--- config.mk ---
export PLATFORM = sky130hd
export DESIGN_NAME = alc_div_cell
export DESIGN_NICKNAME = d
export VERILOG_FILES = /design/src/sv/alc_pkg.sv /design/src/sv/alc_div_cell.sv
export SDC_FILE = /design/constraint.sdc
export NUM_CORES = 1
export LEC_CHECK = 0
export BUFFER_PORTS_ARGS = -buffer_cell sky130_fd_sc_hd__buf_2
export CAP_MARGIN = 10
export CORE_UTILIZATION = 35
export CTS_BUF_LIST = sky130_fd_sc_hd__clkbuf_8
export CTS_CLUSTER_SIZE = 25
export DETAILED_ROUTE_END_ITERATION = 16
export GPL_TIMING_DRIVEN = 0
export PLACE_DENSITY = 0.72
export REMOVE_ABC_BUFFERS = 1
export SLEW_MARGIN = 20
export SYNTH_ARGS = -nofsm -noshare
export SYNTH_HDL_FRONTEND = slang
export SYNTH_SLANG_ARGS = --single-unit
--- constraint.sdc ---
create_clock -name clk -period 2.8 [get_ports clk]
set_input_delay 0.28 -clock clk [delete_from_list [all_inputs] [get_ports clk]]
set_output_delay 0.28 -clock clk [all_outputs]
set_load 0.005 [all_outputs]
--- src/sv/alc_pkg.sv ---
// ----------------------------------------------------------------------------
// alc_pkg: shared types and constants for the ambient light lux datapath
// Beat types, calibration coefficients, status codes and the power-law table.
// ----------------------------------------------------------------------------
package alc_pkg;

  localparam int POW_TABLE_DEPTH_DEF = 64;
  localparam int LUX_FRAC_BITS_DEF   = 8;

  localparam logic [7:0] REG_INT_TIME = 8'd0;
  localparam logic [7:0] REG_GAIN     = 8'd1;

  localparam logic [1:0] IT_13MS  = 2'd0;
  localparam logic [1:0] IT_101MS = 2'd1;
  localparam logic [1:0] IT_402MS = 2'd2;

  localparam logic [2:0] ST_BAND0 = 3'd0;
  localparam logic [2:0] ST_BAND1 = 3'd1;
  localparam logic [2:0] ST_BAND2 = 3'd2;
  localparam logic [2:0] ST_BAND3 = 3'd3;
  localparam logic [2:0] ST_RANGE = 3'd4;
  localparam logic [2:0] ST_SAT   = 3'd5;
  localparam logic [2:0] ST_DARK  = 3'd6;

  localparam logic [15:0] LIMIT_13MS  = 16'd5047;
  localparam logic [15:0] LIMIT_101MS = 16'd37177;
  localparam logic [15:0] LIMIT_402MS = 16'd65535;

  localparam logic [20:0] SCALE_13MS  = 21'd1927529;
  localparam logic [20:0] SCALE_101MS = 21'd260063;
  localparam logic [20:0] SCALE_402MS = 21'd65536;

  localparam logic [19:0] K0_BAND0 = 20'd528482;
  localparam logic [19:0] K1_BAND0 = 20'd994889;
  localparam logic [18:0] K0_BAND1 = 19'd375810;
  localparam logic [18:0] K1_BAND1 = 19'd520094;
  localparam logic [18:0] K0_BAND2 = 19'd263402;
  localparam logic [18:0] K1_BAND2 = 19'd301990;
  localparam logic [18:0] K0_BAND3 = 19'd56707;
  localparam logic [18:0] K1_BAND3 = 19'd43621;

  localparam logic [27:0] LUX_MAX = 28'hFFFFFFF;

  typedef struct packed {
    logic [15:0] broadband_count;
    logic [15:0] infrared_count;
  } alc_in_t;

  typedef struct packed {
    logic [27:0] lux_value;
    logic [15:0] ratio_q16;
    logic [2:0]  status;
  } alc_out_t;

  typedef struct packed {
    logic [15:0] c0;
    logic [15:0] c1;
    logic [2:0]  status;
    logic        ratio_ffff;
    logic        ratio_zero;
  } alc_carry_t;

  // Largest y with y^5 * depth^7 <= i^7 * 2^80, i.e. floor(65536*(i/depth)^1.4).
  function automatic logic [16:0] pow_entry(input int i, input int depth);
    logic [191:0] lhs;
    logic [191:0] rhs;
    logic [17:0]  lo;
    logic [17:0]  hi;
    logic [17:0]  mid;
    int           k;
    int           n;
    lo = 18'd0;
    hi = 18'd65537;
    for (n = 0; n < 20; n++) begin
      if ((hi - lo) > 18'd1) begin
        mid = (lo + hi) >> 1;
        lhs = 192'd1;
        rhs = 192'd1;
        for (k = 0; k < 5; k++) lhs = lhs * 192'(mid);
        for (k = 0; k < 7; k++) lhs = lhs * 192'(depth);
        for (k = 0; k < 7; k++) rhs = rhs * 192'(i);
        rhs = rhs << 80;
        if (lhs <= rhs) begin
          lo = mid;
        end else begin
          hi = mid;
        end
      end
    end
    return lo[16:0];
  endfunction

endpackage

--- src/sv/alc_div_cell.sv ---
// ----------------------------------------------------------------------------
// alc_div_cell: one restoring division cell
// Produces one quotient bit of the infrared over broadband ratio per cell.
// ----------------------------------------------------------------------------
module alc_div_cell (
  input  logic                clk,
  input  logic                rst_n,
  input  logic                v_i,
  input  alc_pkg::alc_carry_t carry_i,
  input  logic [15:0]         rem_i,
  input  logic [15:0]         quo_i,
  output logic                v_o,
  output alc_pkg::alc_carry_t carry_o,
  output logic [15:0]         rem_o,
  output logic [15:0]         quo_o
);

  logic                v_r;
  alc_pkg::alc_carry_t carry_r;
  logic [15:0]         rem_r;
  logic [15:0]         quo_r;
  logic [16:0]         shl;
  logic [16:0]         dif;
  logic                ge;

  always_comb begin
    shl = {rem_i, 1'b0};
    ge  = shl >= {1'b0, carry_i.c0};
    dif = shl - {1'b0, carry_i.c0};
  end

  always_ff @(posedge clk) begin
    if (!rst_n) begin
      v_r <= 1'b0;
    end else begin
      v_r <= v_i;
    end
    carry_r <= carry_i;
    rem_r   <= ge ? dif[15:0] : shl[15:0];
    quo_r   <= {quo_i[14:0], ge};
  end

  assign v_o     = v_r;
  assign carry_o = carry_r;
  assign rem_o   = rem_r;
  assign quo_o   = quo_r;

endmodule

**After elaboration in Yosys (flattened, before gate mapping)**

Index checks and enable logic that the tools add are counted.

- Add/subtract/negate cells: 1
- $mul: 0
- Divide/modulo/power cells: 0
- Magnitude comparators: 1
- Eq/ne operators: 0
- Shifts and indexed selects: 0
- Muxes and demuxes: 1
- Bitwise logic cells: 0
- Reductions and logical operators: 0

Operators by type and width:

| kind | count |
|---|---|
| >= comparator 17 x 16 -> 1 bit | 1 |
| 2-to-1 mux 16 bit | 1 |
| subtractor 16 bit | 1 |

- Flip-flop bits (word level): 70
- Latch bits: 0
- Memory bits (writable): 0
- ROM bits: 0
- Input port bits: 72
- Output and inout bits: 70
- Word-level logic and storage cells: 12
- Memories: 0

**Depth between registers and ports, before layout**

- Depth after elaboration: 2
- Gate-level depth with buffers: 10
- Depth with buffers taken out: 8

**Least setup slack after synthesis**

OpenSTA, ideal clock, no wires.

- Path kind: input -> register
- Start: input carry_i[28] (netlist name)
- End: register rem_r[10], in the netlist rem_o[10]
- Library setup time: 0.121 ns
- Arrival: 2.012 ns
- Path slack: 0.667 ns
- Stages on the path: 10
- Cells stage by stage: inv_1 ha_1 buf_2 and3_4 nand4_2 or2_1 a21o_4 nand3_4 buf_12 mux2_4

- Longest elaborated chain between the ends: 2
- Elaborated cells on any way between the ends: 3
- Those cells by class: 1 x add/sub; 1 x order compare; 1 x mux

RTL lines:

| item | RTL line | RTL |
|---|---|---|
| start, declared | alc_div_cell.sv:9 | `input alc_pkg::alc_carry_t carry_i,` |
| >= comparator 17 x 16 -> 1 bit | alc_div_cell.sv:28 | `ge = shl >= {1'b0, carry_i.c0};` |
| named net ge | alc_div_cell.sv:24 | `logic ge;` |
| 2-to-1 mux 16 bit | alc_div_cell.sv:39 | `rem_r <= ge ? dif[15:0] : shl[15:0];` |
| end signal, assigned | alc_div_cell.sv:39 |  |
| end, declared | alc_div_cell.sv:20 | `logic [15:0] rem_r;` |

The timed path passes the listed nets, and every way through them passes these cells.
A chain may end at the register's enable or synchronous reset.

**Final worst setup path**

- Start: input carry_i[22] (netlist name)
- End: register rem_r[9], in the netlist rem_o[9]

- Longest elaborated chain between the ends: 2
- Elaborated cells on any way between the ends: 3
- Those cells by class: 1 x add/sub; 1 x order compare; 1 x mux

RTL lines:

| item | RTL line |
|---|---|
| subtractor 16 bit / >= comparator 17 x 16 -> 1 bit (equally long branches) | alc_div_cell.sv:29, alc_div_cell.sv:28 |
| 2-to-1 mux 16 bit (*) | alc_div_cell.sv:39 |

Every way passes the cells marked *; elsewhere a longest branch is shown, timed or not.

==> metrics.cfg <==
[cells_and_area]
multi_input_area_um2=1070
nets=457
antenna_cells=0
final_cell_area_um2=3580
seqCellArea_um2=1400
drive_above_1_share_pct=48.0
n_fill_cell=645
area_delta_synth_final_pct=39.1

[timing]
worst_pin_slew_ps=418
finalCritPeriodShare_pct=74.0
hold_viol=0
fin_tns_setup_ps=0
max_freq_mhz=483
fin_ws_ps=728
hold_slack_ps=38.3
slew_headroom_pct=71.9
setup_viol=0
min_period_ps=2070
rsz0062_at_grt=false
maxSlewViolCount=0

[grt]
grt-ovfl-total=0
track_usage_pct=15.6
grt_pass1_wl_um=9020
first_global_vias=1999
grt_max_degree=17
antenna_found_initial=0

[pwr]
p_sw_share_pct=24.5
p_comb_share_pct=17.7
power.ir.vdd_worst_mv=0.231
internal_power_mw=1.82
p_per_area_nw_per_um2=674
leakage_nw=1.78
p_clk_share_pct=36.6
p_sw_mw=0.592
seq_power_share_pct=45.8
p_total_mw=2.41

[logic_synthesis]
yosysWarnings=0
synth_commonest_cells=dfxtp_1, inv_1, ha_1
synth_top_area_share_pct=54.5
synth-async-reset-ratio_pct=0
synthMostInstantiatedCell=dfxtp_1
netlist_top_cells_area=dfxtp_1, ha_1, mux2_4
netlist_area_um2=2570
seq_area_frac_synth_pct=54.5
synth-edff-count=0
syn_area_per_cell_um2=11.7
synth.distinct_cells=49
netlist_instances=220
synthFlopType=dfxtp_1
ys_ff_latch=70
yosys.area.top_type=dfxtp_1

[clocking]
cts_buffer_depth=2
holdBufCountCts=0
post_cts_resize_count=0
cts_tree=yes
cts_setup_buffers=0
clkTransAtPathRegs_ps=80
cts_buffers=9
cts_max_level=3
clockRootBuffer=clkbuf_8
clkSinkCount=70

[critical_path]
path_class=in -> reg
cp_data_arrival_time_ps=2300
cp-end-kind=register
cp_max_fo=16
cp_data_required_time_ps=3030
start_kind=input port

[route]
wl_per_cell_um=12.2
num_vias=2074
via_per_inst=4.42
antenna_left=0
totalWireLength_um=5730
drtIter0Drc=79
drt-pass1-iter-count=4
drc=0

[floorplanning]
initial_core_util_pct=37.0
ios=142
die_height_um=87.7
die_area_um2=7690
core-area_um2=6940
die_x_um=87.7
num_rows=30

[placement]
place_hpwl_um=4630
io_buffers=140
gp_congestion=0.824
postPlaceCellArea_um2=3360
place_ws_ps=339

[status]
status=completed

[hold_path]
min_path_type=in -> reg

[flow_run]
drv_cap=0

-- per-layer routing --
layer  GRT usage [%]  up-vias  wire length, um
li1                -     1066                -
met1            16.0      908             2270
met2            28.3       96             2890
met3            6.79        4              517
met4            4.92        0               44
met5               0        -                0
-- worst max-delay path, stage by stage --
cell and delay, ps:
buf_2 110, inv_1 50, ha_1 290, nor2b_1 150
o31ai_1 370, a21o_1 280, a21o_4 160, nand3_4 230
mux2_4 380
-- worst paths after layout --
path,from,to,slack (ps),depth (start not counted)
max,carry_i[22],rem_o[9],730,9
min,carry_i[0],carry_o[0],40,1
-- cell families (layout without fill, tap and decap cells) --
| kind of cell | Yosys count | in the layout | synth area share (%) |
|---|---|---|---|
| adder cells (fa/ha/maj) | 17 | 17 | 8.56 |
| flip-flops | 70 | 70 | 54.5 |
| buffers and inverters | 21 | 174 | 4.04 |
| XOR/XNOR | 10 | 10 | 3.41 |
| AO/OA/AOI/OAI | 49 | 49 | 13.0 |
| multiplexers | 14 | 14 | 7.10 |
| AND/OR/NAND/NOR | 39 | 39 | 9.34 |
-- layout by cell type, fill, tap and decap left out, types with 2 or more instances in the layout --
master      synthesis  layout
a21oi_1            12      12
nor2_1              7       7
o21bai_1            3       3
mux2_4              7       7
nor2b_1             3       3
xnor2_1             7       7
o21ai_0             9       9
inv_1              18      18
nand2_1             8       8
ha_1               16      16
clkbuf_8            0       9
and3_4              2       2
a31oi_1             3       3
o21a_1              4       4
clkinvlp_4          0       2
dfxtp_1            70      70
mux2_2              6       6
a211oi_1            4       4
or2_1               2       2
bufinv_16           0       2
nand3_1             4       4
xor2_1              3       3
buf_2               1     140
a31o_2              2       2
and3_1              2       2
-- through the flow --
step / cells / util, %
finish: 469 / 51.5
global route: 469 / 51.5
CTS: 469 / 51.5
detailed placement: 453 / 48.3
global placement: 453 / 48.3
floorplan: 217 / -
-- power groups by stage --
stage / Combinational, mW / Sequential, mW / Clock, mW
after floorplan: 0.233 / 1.14 / 0
after global placement: 0.425 / 1.13 / 0
after detailed placement: 0.431 / 1.13 / 0
final: 0.426 / 1.10 / 0.882
after global routing: 0.478 / 1.11 / 0.960
after CTS: 0.434 / 1.11 / 0.913
-- cell type report --
cell class	count	share of cell area (%)
clock buffers	9	3.46
clock inverters	7	2.73
inverters	18	1.89
multi-input cells	129	29.8
flip-flops and latches	70	39.2
well taps	96	3.36
repair buffers	140	19.6
-- sequential cells by signal, indices dropped and copies added (netlist names) --
| register | cells |
|---|---|
| carry_o | 37 |
| quo_o | 16 |
| rem_o | 16 |
| v_o | 1 |
Note: power is estimated with default switching activity, not from simulation.
